## config.mk

```make
export PLATFORM = sky130hd
export DESIGN_NAME = sparse_polynomial_add_unit_flat
export DESIGN_NICKNAME = d
export VERILOG_FILES = /design/src/spa_pkg.sv /design/src/spa_req_if.sv /design/src/spa_rsp_if.sv /design/src/spa_ram.sv /design/src/spa_ctrl.sv /design/src/spa_datapath.sv /design/src/sparse_polynomial_add_unit.sv /design/src/flat_wrapper.sv
export SDC_FILE = /design/constraint.sdc
export NUM_CORES = 2
export LEC_CHECK = 0
export ABC_AREA = 0
export BUFFER_PORTS_ARGS = -buffer_cell sky130_fd_sc_hd__buf_2
export CAP_MARGIN = 5
export CELL_PAD_IN_SITES_DETAIL_PLACEMENT = 0
export CELL_PAD_IN_SITES_GLOBAL_PLACEMENT = 1
export CORE_UTILIZATION = 30
export DETAILED_ROUTE_END_ITERATION = 7
export PLACE_DENSITY_LB_ADDON = 0.3
export REMOVE_ABC_BUFFERS = 1
export SLEW_MARGIN = 20
export SYNTH_ARGS = -nofsm -noshare
export SYNTH_HDL_FRONTEND = slang
export SYNTH_SLANG_ARGS = --single-unit
```

## constraint.sdc

```tcl
create_clock -name clock -period 5.6 [get_ports clock]
set_input_delay 0.84 -clock clock [delete_from_list [all_inputs] [get_ports clock]]
set_output_delay 0.84 -clock clock [all_outputs]
set_load 0.01 [all_outputs]
```

## src/spa_pkg.sv

```systemverilog
// Package for the sparse polynomial add unit: widths, function codes,
// controller state type and the command/status structs between the modules.
// Depends on nothing.
`default_nettype none

package spa_pkg;

   localparam int TERMS_MAX_DEF = 32;
   localparam int FUNC_W = 2;
   localparam int COEF_W = 32;
   localparam int EXP_W = 16;
   localparam int TERM_W = COEF_W + EXP_W;

   localparam logic [FUNC_W-1:0] FUNC_LOAD_A = 2'd0;
   localparam logic [FUNC_W-1:0] FUNC_LOAD_B = 2'd1;
   localparam logic [FUNC_W-1:0] FUNC_ADD    = 2'd2;

   localparam logic [COEF_W-1:0] COEF_MAX = {1'b0, {(COEF_W-1){1'b1}}};
   localparam logic [COEF_W-1:0] COEF_MIN = {1'b1, {(COEF_W-1){1'b0}}};

   typedef enum logic [1:0] {
      ST_IDLE,
      ST_FETCH,
      ST_STEP,
      ST_FINISH
   } fsm_state_type;

   typedef struct packed {
      logic load_a;
      logic load_b;
      logic start;
      logic step;
      logic finish;
   } cmd_type;

   typedef struct packed {
      logic more;
      logic emits;
      logic push_ok;
      logic out_free;
   } status_type;

endpackage

`default_nettype wire

```

## src/spa_req_if.sv

```systemverilog
// Request channel interface of the sparse polynomial add unit.
// Depends on spa_pkg for the payload widths.
`default_nettype none

interface spa_req_if;
   logic                              valid;
   logic                              ready;
   logic [spa_pkg::FUNC_W-1:0]        func;
   logic signed [spa_pkg::COEF_W-1:0] term_coefficient;
   logic [spa_pkg::EXP_W-1:0]         term_exponent;

   modport source (output valid, output func, output term_coefficient,
                   output term_exponent, input ready);
   modport sink (input valid, input func, input term_coefficient,
                 input term_exponent, output ready);
endinterface

`default_nettype wire

```

## src/spa_rsp_if.sv

```systemverilog
// Response channel interface of the sparse polynomial add unit.
// Depends on spa_pkg for the payload widths.
`default_nettype none

interface spa_rsp_if;
   logic                              valid;
   logic                              ready;
   logic signed [spa_pkg::COEF_W-1:0] result_coefficient;
   logic [spa_pkg::EXP_W-1:0]         result_exponent;
   logic                              last_term;
   logic                              empty_result;
   logic                              overflow;

   modport source (output valid, output result_coefficient, output result_exponent,
                   output last_term, output empty_result, output overflow,
                   input ready);
   modport sink (input valid, input result_coefficient, input result_exponent,
                 input last_term, input empty_result, input overflow,
                 output ready);
endinterface

`default_nettype wire

```

## src/spa_ram.sv

```systemverilog
// Generic single-write, single-read RAM with a registered read port.
// Depends on nothing.
`default_nettype none

module spa_ram #(
   parameter int WIDTH = 8,
   parameter int DEPTH = 32,
   localparam int ADDR_W = (DEPTH > 1) ? $clog2(DEPTH) : 1
) (
   input  wire logic              clock,
   input  wire logic              wr_en,
   input  wire logic [ADDR_W-1:0] wr_addr,
   input  wire logic [WIDTH-1:0]  wr_data,
   input  wire logic [ADDR_W-1:0] rd_addr,
   output logic      [WIDTH-1:0]  rd_data_ff
);

   logic [WIDTH-1:0] mem [DEPTH];

   always_ff @(posedge clock) begin
      if (wr_en) begin
         mem[wr_addr] <= wr_data;
      end
      rd_data_ff <= mem[rd_addr];
   end

endmodule

`default_nettype wire

```

## src/spa_ctrl.sv

```systemverilog
// Controller state machine of the sparse polynomial add unit.
// Depends on spa_pkg for the state type and the command/status structs.
`default_nettype none

module spa_ctrl (
   input  wire logic                       clock,
   input  wire logic                       reset,
   input  wire logic                       req_valid,
   input  wire logic [spa_pkg::FUNC_W-1:0] req_func,
   output logic                            req_ready,
   input  wire spa_pkg::status_type        status,
   output spa_pkg::cmd_type                cmd
);

   spa_pkg::fsm_state_type state_ff, state_in;

   always_ff @(posedge clock) begin
      if (reset) begin
         state_ff <= spa_pkg::ST_IDLE;
      end else begin
         state_ff <= state_in;
      end
   end

   always_comb begin
      state_in  = state_ff;
      cmd       = '0;
      req_ready = 1'b0;
      case (state_ff)
         spa_pkg::ST_IDLE: begin
            req_ready = 1'b1;
            if (req_valid) begin
               case (req_func)
                  spa_pkg::FUNC_LOAD_A: cmd.load_a = 1'b1;
                  spa_pkg::FUNC_LOAD_B: cmd.load_b = 1'b1;
                  spa_pkg::FUNC_ADD: begin
                     cmd.start = 1'b1;
                     state_in  = spa_pkg::ST_FETCH;
                  end
                  default: ;
               endcase
            end
         end
         // The term stores have a registered read port; this state waits for the heads.
         spa_pkg::ST_FETCH: state_in = spa_pkg::ST_STEP;
         spa_pkg::ST_STEP: begin
            if (!status.more) begin
               state_in = spa_pkg::ST_FINISH;
            end else if (!status.emits || status.push_ok) begin
               cmd.step = 1'b1;
               state_in = spa_pkg::ST_FETCH;
            end
         end
         spa_pkg::ST_FINISH: begin
            if (status.out_free) begin
               cmd.finish = 1'b1;
               state_in   = spa_pkg::ST_IDLE;
            end
         end
         default: state_in = spa_pkg::ST_IDLE;
      endcase
   end

endmodule

`default_nettype wire

```

## src/spa_datapath.sv

```systemverilog
// Datapath of the sparse polynomial add unit: term stores, counts, merge
// compare and saturating add, held-back term and response register.
// Depends on spa_pkg and spa_ram.
`default_nettype none

module spa_datapath #(
   parameter int TERMS_MAX = spa_pkg::TERMS_MAX_DEF
) (
   input  wire logic                              clock,
   input  wire logic                              reset,
   input  wire spa_pkg::cmd_type                  cmd,
   output spa_pkg::status_type                    status,
   input  wire logic signed [spa_pkg::COEF_W-1:0] req_coef,
   input  wire logic [spa_pkg::EXP_W-1:0]         req_exp,
   input  wire logic                              rsp_ready,
   output logic                                   rsp_valid,
   output logic signed [spa_pkg::COEF_W-1:0]      rsp_coef,
   output logic [spa_pkg::EXP_W-1:0]              rsp_exp,
   output logic                                   rsp_last,
   output logic                                   rsp_empty,
   output logic                                   rsp_ovf
);

   localparam int IDX_W = (TERMS_MAX > 1) ? $clog2(TERMS_MAX) : 1;
   localparam int CNT_W = $clog2(TERMS_MAX + 1);
   localparam int CW = spa_pkg::COEF_W;
   localparam int EW = spa_pkg::EXP_W;

   logic [CNT_W-1:0] a_cnt_ff, a_cnt_in, b_cnt_ff, b_cnt_in;
   logic [CNT_W-1:0] ia_ff, ia_in, ib_ff, ib_in;
   logic             dropped_ff, dropped_in;
   logic             ovf_ff, ovf_in;
   logic             a_full, b_full;

   logic [spa_pkg::TERM_W-1:0] a_rd, b_rd;
   logic [CW-1:0] a_coef, b_coef;
   logic [EW-1:0] a_exp, b_exp;

   logic          a_left, b_left, take_a, take_b, take_both;
   logic [CW:0]   sum_wide;
   logic          sat;
   logic [CW-1:0] sum_val, cand_coef;
   logic [EW-1:0] cand_exp;
   logic          cand_ovf, emits, out_free, push_ok;

   logic          pend_valid_ff, pend_valid_in;
   logic [CW-1:0] pend_coef_ff, pend_coef_in;
   logic [EW-1:0] pend_exp_ff, pend_exp_in;
   logic          pend_ovf_ff, pend_ovf_in;

   logic          out_valid_ff, out_valid_in;
   logic [CW-1:0] out_coef_ff, out_coef_in;
   logic [EW-1:0] out_exp_ff, out_exp_in;
   logic          out_last_ff, out_last_in;
   logic          out_empty_ff, out_empty_in;
   logic          out_ovf_ff, out_ovf_in;

   assign a_full = (a_cnt_ff == CNT_W'(TERMS_MAX));
   assign b_full = (b_cnt_ff == CNT_W'(TERMS_MAX));

   spa_ram #(.WIDTH(spa_pkg::TERM_W), .DEPTH(TERMS_MAX)) u_store_a (
      .clock      (clock),
      .wr_en      (cmd.load_a && !a_full),
      .wr_addr    (a_cnt_ff[IDX_W-1:0]),
      .wr_data    ({req_coef, req_exp}),
      .rd_addr    (ia_ff[IDX_W-1:0]),
      .rd_data_ff (a_rd)
   );

   spa_ram #(.WIDTH(spa_pkg::TERM_W), .DEPTH(TERMS_MAX)) u_store_b (
      .clock      (clock),
      .wr_en      (cmd.load_b && !b_full),
      .wr_addr    (b_cnt_ff[IDX_W-1:0]),
      .wr_data    ({req_coef, req_exp}),
      .rd_addr    (ib_ff[IDX_W-1:0]),
      .rd_data_ff (b_rd)
   );

   assign a_coef = a_rd[spa_pkg::TERM_W-1:EW];
   assign a_exp  = a_rd[EW-1:0];
   assign b_coef = b_rd[spa_pkg::TERM_W-1:EW];
   assign b_exp  = b_rd[EW-1:0];

   // Merge decision on the two store heads.
   always_comb begin
      a_left    = (ia_ff < a_cnt_ff);
      b_left    = (ib_ff < b_cnt_ff);
      take_both = a_left && b_left && (a_exp == b_exp);
      take_a    = a_left && (!b_left || (a_exp > b_exp));
      take_b    = b_left && (!a_left || (b_exp > a_exp));
      sum_wide  = {a_coef[CW-1], a_coef} + {b_coef[CW-1], b_coef};
      sat       = sum_wide[CW] ^ sum_wide[CW-1];
      if (sat) begin
         sum_val = sum_wide[CW] ? spa_pkg::COEF_MIN : spa_pkg::COEF_MAX;
      end else begin
         sum_val = sum_wide[CW-1:0];
      end
      if (take_both) begin
         cand_coef = sum_val;
      end else if (take_a) begin
         cand_coef = a_coef;
      end else begin
         cand_coef = b_coef;
      end
      cand_exp = (take_a || take_both) ? a_exp : b_exp;
      cand_ovf = ovf_ff | (take_both & sat);
      emits    = !(take_both && (sum_wide == '0));
      out_free = !out_valid_ff || rsp_ready;
      push_ok  = !pend_valid_ff || out_free;
   end

   assign status = '{more: a_left || b_left, emits: emits, push_ok: push_ok,
                     out_free: out_free};

   always_comb begin
      a_cnt_in      = a_cnt_ff;
      b_cnt_in      = b_cnt_ff;
      dropped_in    = dropped_ff;
      ia_in         = ia_ff;
      ib_in         = ib_ff;
      ovf_in        = ovf_ff;
      pend_valid_in = pend_valid_ff;
      pend_coef_in  = pend_coef_ff;
      pend_exp_in   = pend_exp_ff;
      pend_ovf_in   = pend_ovf_ff;
      out_valid_in  = out_valid_ff && !rsp_ready;
      out_coef_in   = out_coef_ff;
      out_exp_in    = out_exp_ff;
      out_last_in   = out_last_ff;
      out_empty_in  = out_empty_ff;
      out_ovf_in    = out_ovf_ff;

      if (cmd.load_a) begin
         if (a_full) begin
            dropped_in = 1'b1;
         end else begin
            a_cnt_in = a_cnt_ff + CNT_W'(1);
         end
      end
      if (cmd.load_b) begin
         if (b_full) begin
            dropped_in = 1'b1;
         end else begin
            b_cnt_in = b_cnt_ff + CNT_W'(1);
         end
      end
      if (cmd.start) begin
         ia_in         = '0;
         ib_in         = '0;
         ovf_in        = dropped_ff;
         pend_valid_in = 1'b0;
      end
      if (cmd.step) begin
         ia_in  = ia_ff + CNT_W'(take_a || take_both);
         ib_in  = ib_ff + CNT_W'(take_b || take_both);
         ovf_in = cand_ovf;
         if (emits) begin
            // The held-back term is known not to be the last one now.
            if (pend_valid_ff) begin
               out_valid_in = 1'b1;
               out_coef_in  = pend_coef_ff;
               out_exp_in   = pend_exp_ff;
               out_last_in  = 1'b0;
               out_empty_in = 1'b0;
               out_ovf_in   = pend_ovf_ff;
            end
            pend_valid_in = 1'b1;
            pend_coef_in  = cand_coef;
            pend_exp_in   = cand_exp;
            pend_ovf_in   = cand_ovf;
         end
      end
      if (cmd.finish) begin
         out_valid_in  = 1'b1;
         out_last_in   = 1'b1;
         out_empty_in  = !pend_valid_ff;
         out_coef_in   = pend_valid_ff ? pend_coef_ff : '0;
         out_exp_in    = pend_valid_ff ? pend_exp_ff : '0;
         out_ovf_in    = pend_valid_ff ? pend_ovf_ff : ovf_ff;
         pend_valid_in = 1'b0;
         a_cnt_in      = '0;
         b_cnt_in      = '0;
         ia_in         = '0;
         ib_in         = '0;
         dropped_in    = 1'b0;
      end
   end

   always_ff @(posedge clock) begin
      if (reset) begin
         a_cnt_ff      <= '0;
         b_cnt_ff      <= '0;
         dropped_ff    <= 1'b0;
         ia_ff         <= '0;
         ib_ff         <= '0;
         ovf_ff        <= 1'b0;
         pend_valid_ff <= 1'b0;
         out_valid_ff  <= 1'b0;
      end else begin
         a_cnt_ff      <= a_cnt_in;
         b_cnt_ff      <= b_cnt_in;
         dropped_ff    <= dropped_in;
         ia_ff         <= ia_in;
         ib_ff         <= ib_in;
         ovf_ff        <= ovf_in;
         pend_valid_ff <= pend_valid_in;
         out_valid_ff  <= out_valid_in;
      end
      pend_coef_ff <= pend_coef_in;
      pend_exp_ff  <= pend_exp_in;
      pend_ovf_ff  <= pend_ovf_in;
      out_coef_ff  <= out_coef_in;
      out_exp_ff   <= out_exp_in;
      out_last_ff  <= out_last_in;
      out_empty_ff <= out_empty_in;
      out_ovf_ff   <= out_ovf_in;
   end

   assign rsp_valid = out_valid_ff;
   assign rsp_coef  = out_coef_ff;
   assign rsp_exp   = out_exp_ff;
   assign rsp_last  = out_last_ff;
   assign rsp_empty = out_empty_ff;
   assign rsp_ovf   = out_ovf_ff;

   // Read indices never run past the stored term counts.
   a_idx_bound: assert property (@(posedge clock) disable iff (reset)
      (ia_ff <= a_cnt_ff) && (ib_ff <= b_cnt_ff))
      else $error("merge index ran past store count");

   // A term is moved into the response register only when that register is free.
   push_room: assert property (@(posedge clock) disable iff (reset)
      (cmd.step && emits && pend_valid_ff) || cmd.finish |-> out_free)
      else $error("response register overwritten");

   // An empty-sum transaction is always the last one and carries a zero term.
   empty_shape: assert property (@(posedge clock) disable iff (reset)
      out_valid_ff && out_empty_ff |-> out_last_ff && (out_coef_ff == '0))
      else $error("malformed empty result");

   // Stores are emptied once the final transaction is queued.
   finish_clears: assert property (@(posedge clock) disable iff (reset)
      cmd.finish |=> (a_cnt_ff == '0) && (b_cnt_ff == '0) && !pend_valid_ff)
      else $error("stores not cleared after add");

endmodule

`default_nettype wire

```

## src/sparse_polynomial_add_unit.sv

```systemverilog
// A load transaction is taken in the idle state. An add transaction runs merge
// steps, each a fetch state for the registered read of the term stores followed
// by a step state for the compare and saturating add.
// Loads are accepted every cycle while idle; merge steps wait on a full output.
// Reset (synchronous, active high) empties both stores and clears the drop flag.
`default_nettype none

// Top level of the sparse polynomial add unit. Depends on spa_pkg, spa_req_if,
// spa_rsp_if, spa_ctrl and spa_datapath.
//
// Load transactions append a term to store A or store B; an add transaction
// merges both stores by falling exponent and streams the sum terms out. The
// datapath holds each new term back by one step so that the final one can be
// marked with last_term once the merge is known to be done, even when later
// terms cancel to zero. When nothing survives, a single empty_result
// transaction is sent. Requests are taken only while no add is in progress;
// the final response may still be waiting in the output register then.
module sparse_polynomial_add_unit #(
   parameter int TERMS_MAX = spa_pkg::TERMS_MAX_DEF
) (
   input wire logic  clock,
   input wire logic  reset,
   spa_req_if.sink   req_if,
   spa_rsp_if.source rsp_if
);

   spa_pkg::cmd_type    cmd;
   spa_pkg::status_type status;

   // Sequencer: decodes requests and paces the merge steps.
   spa_ctrl u_ctrl (
      .clock     (clock),
      .reset     (reset),
      .req_valid (req_if.valid),
      .req_func  (req_if.func),
      .req_ready (req_if.ready),
      .status    (status),
      .cmd       (cmd)
   );

   // Term stores, merge logic and the response register.
   spa_datapath #(.TERMS_MAX(TERMS_MAX)) u_datapath (
      .clock     (clock),
      .reset     (reset),
      .cmd       (cmd),
      .status    (status),
      .req_coef  (req_if.term_coefficient),
      .req_exp   (req_if.term_exponent),
      .rsp_ready (rsp_if.ready),
      .rsp_valid (rsp_if.valid),
      .rsp_coef  (rsp_if.result_coefficient),
      .rsp_exp   (rsp_if.result_exponent),
      .rsp_last  (rsp_if.last_term),
      .rsp_empty (rsp_if.empty_result),
      .rsp_ovf   (rsp_if.overflow)
   );

endmodule

`default_nettype wire
```

## src/flat_wrapper.sv

```systemverilog
// flat-port wrapper written by rule: the top's interface ports become plain ports
module sparse_polynomial_add_unit_flat 
#(
   parameter int TERMS_MAX = spa_pkg::TERMS_MAX_DEF
)
  (clock, reset, req_if_valid, req_if_func, req_if_term_coefficient, req_if_term_exponent, req_if_ready, rsp_if_valid, rsp_if_result_coefficient, rsp_if_result_exponent, rsp_if_last_term, rsp_if_empty_result, rsp_if_overflow, rsp_if_ready);
  spa_req_if req_if_i ();
  spa_rsp_if rsp_if_i ();
  input wire logic clock;
  input wire logic reset;
  input wire logic [$bits(req_if_i.valid)-1:0] req_if_valid;
  input wire logic [$bits(req_if_i.func)-1:0] req_if_func;
  input wire logic [$bits(req_if_i.term_coefficient)-1:0] req_if_term_coefficient;
  input wire logic [$bits(req_if_i.term_exponent)-1:0] req_if_term_exponent;
  output wire logic [$bits(req_if_i.ready)-1:0] req_if_ready;
  output wire logic [$bits(rsp_if_i.valid)-1:0] rsp_if_valid;
  output wire logic [$bits(rsp_if_i.result_coefficient)-1:0] rsp_if_result_coefficient;
  output wire logic [$bits(rsp_if_i.result_exponent)-1:0] rsp_if_result_exponent;
  output wire logic [$bits(rsp_if_i.last_term)-1:0] rsp_if_last_term;
  output wire logic [$bits(rsp_if_i.empty_result)-1:0] rsp_if_empty_result;
  output wire logic [$bits(rsp_if_i.overflow)-1:0] rsp_if_overflow;
  input wire logic [$bits(rsp_if_i.ready)-1:0] rsp_if_ready;
  assign req_if_i.valid = req_if_valid;
  assign req_if_i.func = req_if_func;
  assign req_if_i.term_coefficient = req_if_term_coefficient;
  assign req_if_i.term_exponent = req_if_term_exponent;
  assign req_if_ready = req_if_i.ready;
  assign rsp_if_valid = rsp_if_i.valid;
  assign rsp_if_result_coefficient = rsp_if_i.result_coefficient;
  assign rsp_if_result_exponent = rsp_if_i.result_exponent;
  assign rsp_if_last_term = rsp_if_i.last_term;
  assign rsp_if_empty_result = rsp_if_i.empty_result;
  assign rsp_if_overflow = rsp_if_i.overflow;
  assign rsp_if_i.ready = rsp_if_ready;
  sparse_polynomial_add_unit #(.TERMS_MAX(TERMS_MAX)) u_core (.clock(clock), .reset(reset), .req_if(req_if_i), .rsp_if(rsp_if_i));
endmodule
```

==> metrics <==
Congestion Overflow GR=0; sw frac=0.2054; Clock power frac=0.452; Synth Cell Area=127200 µm²; # hold bufs at CTS=0; status=finished clean; P&R area growth vs syn=15.89%; leading area contributor after synthesis=edfxtp_1; Most common cell on crit path=nor4_1; Non-Filler Instances=11790; Post-Synth XOR/XNOR Area=0.001790; Worst Path Buf+Inv=1; vias in the first global route=61980; async set or reset register ratio after synthesis=0; Least-Margin Pin Slew=1.494 ns; initial antenna violation count=42; Comb power frac=0.018; Core Util, Final=0.3501; Final Setup Violations=0; RSZ-0062 raised after global routing=false; worst slack, placed=1.018 ns; crit path DAT=5.13 ns; yosys warns=0; Final Critical Period=4.575 ns; HP Start=req_if_term_exponent[13]; CP Launch Type=flip-flop; GRT Overall Usage=0.1710; PwrDens=346.6 nW/µm²; worst skew pair latency=0.95 ns; die height=653.1 µm; Final Hold Vio Count=0; largest incremental delay on the critical path=0.48 ns; EDFF count, synth=3171; post-synthesis mux area share=0.1815; most common flop cell mapped by yosys=edfxtp_1; Yosys top cell area share=0.7487; Worst VDD drop=0.0002418 V; maximum clock rate=218.6 MHz; r2r endpoint=u_core.u_datapath.rsp_exp[3]; average vias per placed instance=5.132; LEAKAGE=43.88 nW; CP Max Fanout=50; WL/cell=31.43 µm; Hold/Removal Path Class=in -> reg; DR vias=60520; Distinct cells, synth=83; final net count=5967; Initial Util=0.3021; drt first-iter violations=6578; DP Area=135800 µm²; WHS Path Cells=1; FP Rows=238; cell-internal power=40.60 mW; Worst Path Required=6.16 ns; Synth Area in Simple Gates=0.01674; NetSw=10.50 mW; share of cells above drive strength 1=0.3196; sequential-to-total area share from yosys stat=0.7687; Slew Limit Fails=0; GPL Wtd Cong=0.8784; CP max stage cell=nor4_1; synthesized flop and latch total=3298; die footprint=426600 µm²; Clock Skews=0.05273 ns; CTS Sinks=3298; root buf cell=clkbuf_16; Fin Setup TNS=0 ns; first drt pass iteration count=5; clk slew on worst S/H paths=0.06 ns; CTS-repair resized insts=0; first-pass GRT wire length=510500 µm; Total Power=51.09 mW; reg-to-reg startpoint=u_core.u_datapath.u_store_a.rd_data_ff[16]; Compound-Gate Fraction of Synth Area=0.01370; Boundary Pins=107; Tcrit/Tclk final=0.8169; Max clock buf depth=4; pin count of the biggest net entering global routing=146; family with the most delay on the worst path=compound AO/OA/AOI/OAI gates; worst path cell trace=ha_1 > fa_1 > a21o_1 > a221oi_2 > o21ai_0 > xor2_1 > nor4_1 > o2111ai_1 > nor4_1 > and4_1 > buf_4 > nor3b_4 > a21o_4; Setup WS post-layout=1.025 ns; Max Cap Violations=0; Seq pwr share=0.530; r2r worst-path depth=13; WS Path Type=reg -> reg; largest family of logic cells by synthesized area=multiplexers; worst reg2reg setup slack=1.03 ns; Worst setup EP type=flip-flop; TritonCTS clock tree=yes; H-tree levels=5; syn avg cell area=23.20 µm²; Commonest cells post-synth=3171 x edfxtp_1, 960 x mux4_2, 171 x clkbuf_1; slew margin rel.=0.004184; Hold EP=u_core.u_datapath.u_store_b.mem[17][13]; DP Cell Count=11130; port bufs=106; minimum hold slack=0.3170 ns; Synth Instances=5481; number of buffers created by CTS=352; Synth area leaders=edfxtp_1 75%, mux4_2 17%, dfxtp_1 2.0%; DRC=0; HPWL after DPL=203200 µm; antenna-violating nets left=0; Post-Synth Adder-Cell Area=0.007122; Die Width=653.1 µm; design area=147400 µm²; postcts setup bufs=0; Core ar.=421100 µm²; routed wire length=370700 µm; most common cell in the netlist=edfxtp_1
-- power by group through the flow --
stage               logic [mW]  clock network (mW)  registers (mW)
floorplan                0.322                   0            27.6
global placement         0.873                   0            27.6
detailed placement       0.894                   0            27.6
CTS                      0.897                23.6            27.1
global route             0.971                24.5            27.1
finish                   0.901                23.1            27.1
-- worst max path at each step --
stage	start	end	slack [ns]	cells after the start
after floorplan	u_core.u_datapath.ib_ff[0]	u_core.u_datapath.rsp_coef[0]	-14.78	9
after global placement	req_if_func[1]	u_core.u_datapath.u_store_b.mem[16][38]	-0.1	7
after detailed placement	u_core.u_datapath.u_store_a.rd_data_ff[15]	u_core.u_datapath.rsp_exp[3]	1.02	13
after CTS	u_core.u_datapath.u_store_a.rd_data_ff[15]	u_core.u_datapath.rsp_coef[31]	0.96	13
after global routing	u_core.u_datapath.u_store_a.rd_data_ff[17]	u_core.u_datapath.rsp_exp[3]	0.88	12
final	u_core.u_datapath.u_store_a.rd_data_ff[16]	u_core.u_datapath.rsp_exp[3]	1.03	13
-- kinds of logic (layout without fill, tap and decap cells) --
kind of cell / count (synthesis) / after routing
flops: 3298 / 3298
mux: 1093 / 1093
simple gates: 417 / 417
buf+inv: 312 / 966
compound gates: 263 / 263
fa+ha+maj: 72 / 72
xor+xnor: 26 / 26
other cells: 0 / 18
-- registers in the layout, indices dropped and copies added, names as in the netlist --
signal,count
u_core.u_datapath.rsp_ovf,1
u_core.u_datapath.ovf_ff,1
u_core.u_datapath.ia_ff,6
u_core.u_datapath.rsp_coef,32
u_core.u_datapath.pend_ovf_ff,1
u_core.u_datapath.rsp_exp,16
u_core.u_datapath.pend_valid_ff,1
u_core.u_datapath.dropped_ff,1
u_core.u_datapath.u_store_b.rd_data_ff,48
u_core.u_datapath.b_cnt_ff,6
u_core.u_datapath.ib_ff,6
u_core.u_datapath.rsp_valid,1
u_core.u_datapath.u_store_a.rd_data_ff,48
u_core.u_datapath.a_cnt_ff,6
u_core.u_datapath.u_store_a.mem,1536
u_core.u_datapath.pend_exp_ff,16
u_core.u_datapath.rsp_last,1
u_core.u_datapath.u_store_b.mem,1536
u_core.u_datapath.rsp_empty,1
u_core.u_datapath.pend_coef_ff,32
u_core.u_ctrl.state_ff,2
-- placed cells by master (no fill, tap or decap), types with 11 or more instances in the layout --
cell / n
a21oi_1: 69
ha_1: 70
nand3_1: 43
nor2b_1: 61
nand4_1: 27
edfxtp_1: 3171
nor2_4: 66
o21ai_0: 66
o211ai_1: 27
mux2_2: 101
clkbuf_16: 360
buf_4: 166
nor2_1: 52
clkinv_1: 75
a21o_1: 16
nor3_1: 21
clkinv_2: 70
diode_2: 18
dfxtp_1: 117
clkbuf_1: 71
inv_1: 33
buf_12: 34
o21a_1: 11
mux4_2: 960
xnor2_1: 16
mux2i_1: 32
clkinvlp_4: 11
nand2_1: 68
bufinv_16: 30
buf_2: 82
-- layer usage --
layer  vias to the layer above  share of wire  global-route usage  routed length, µm
met2                      1990           0.49              0.2843             181600
li1                      24230              -                   -                  -
met5                         -        0.00018                   0                 65
met1                     33810           0.42              0.2353             157300
met3                       482          0.064             0.02889              23870
met4                        10          0.021             0.03732               7846
-- layout make-up --
type                       count  area [µm²]
timing repair buffer         282        2337
clock inverter               209        2028
multi-input combinational   1871       28620
antenna                       18       45.04
fill                       38730      273700
sequential                  3298       97800
inverter                      37       138.9
tap                         5640        7057
clock buffer                 438        9371
(Power assumes the default switching activity.)
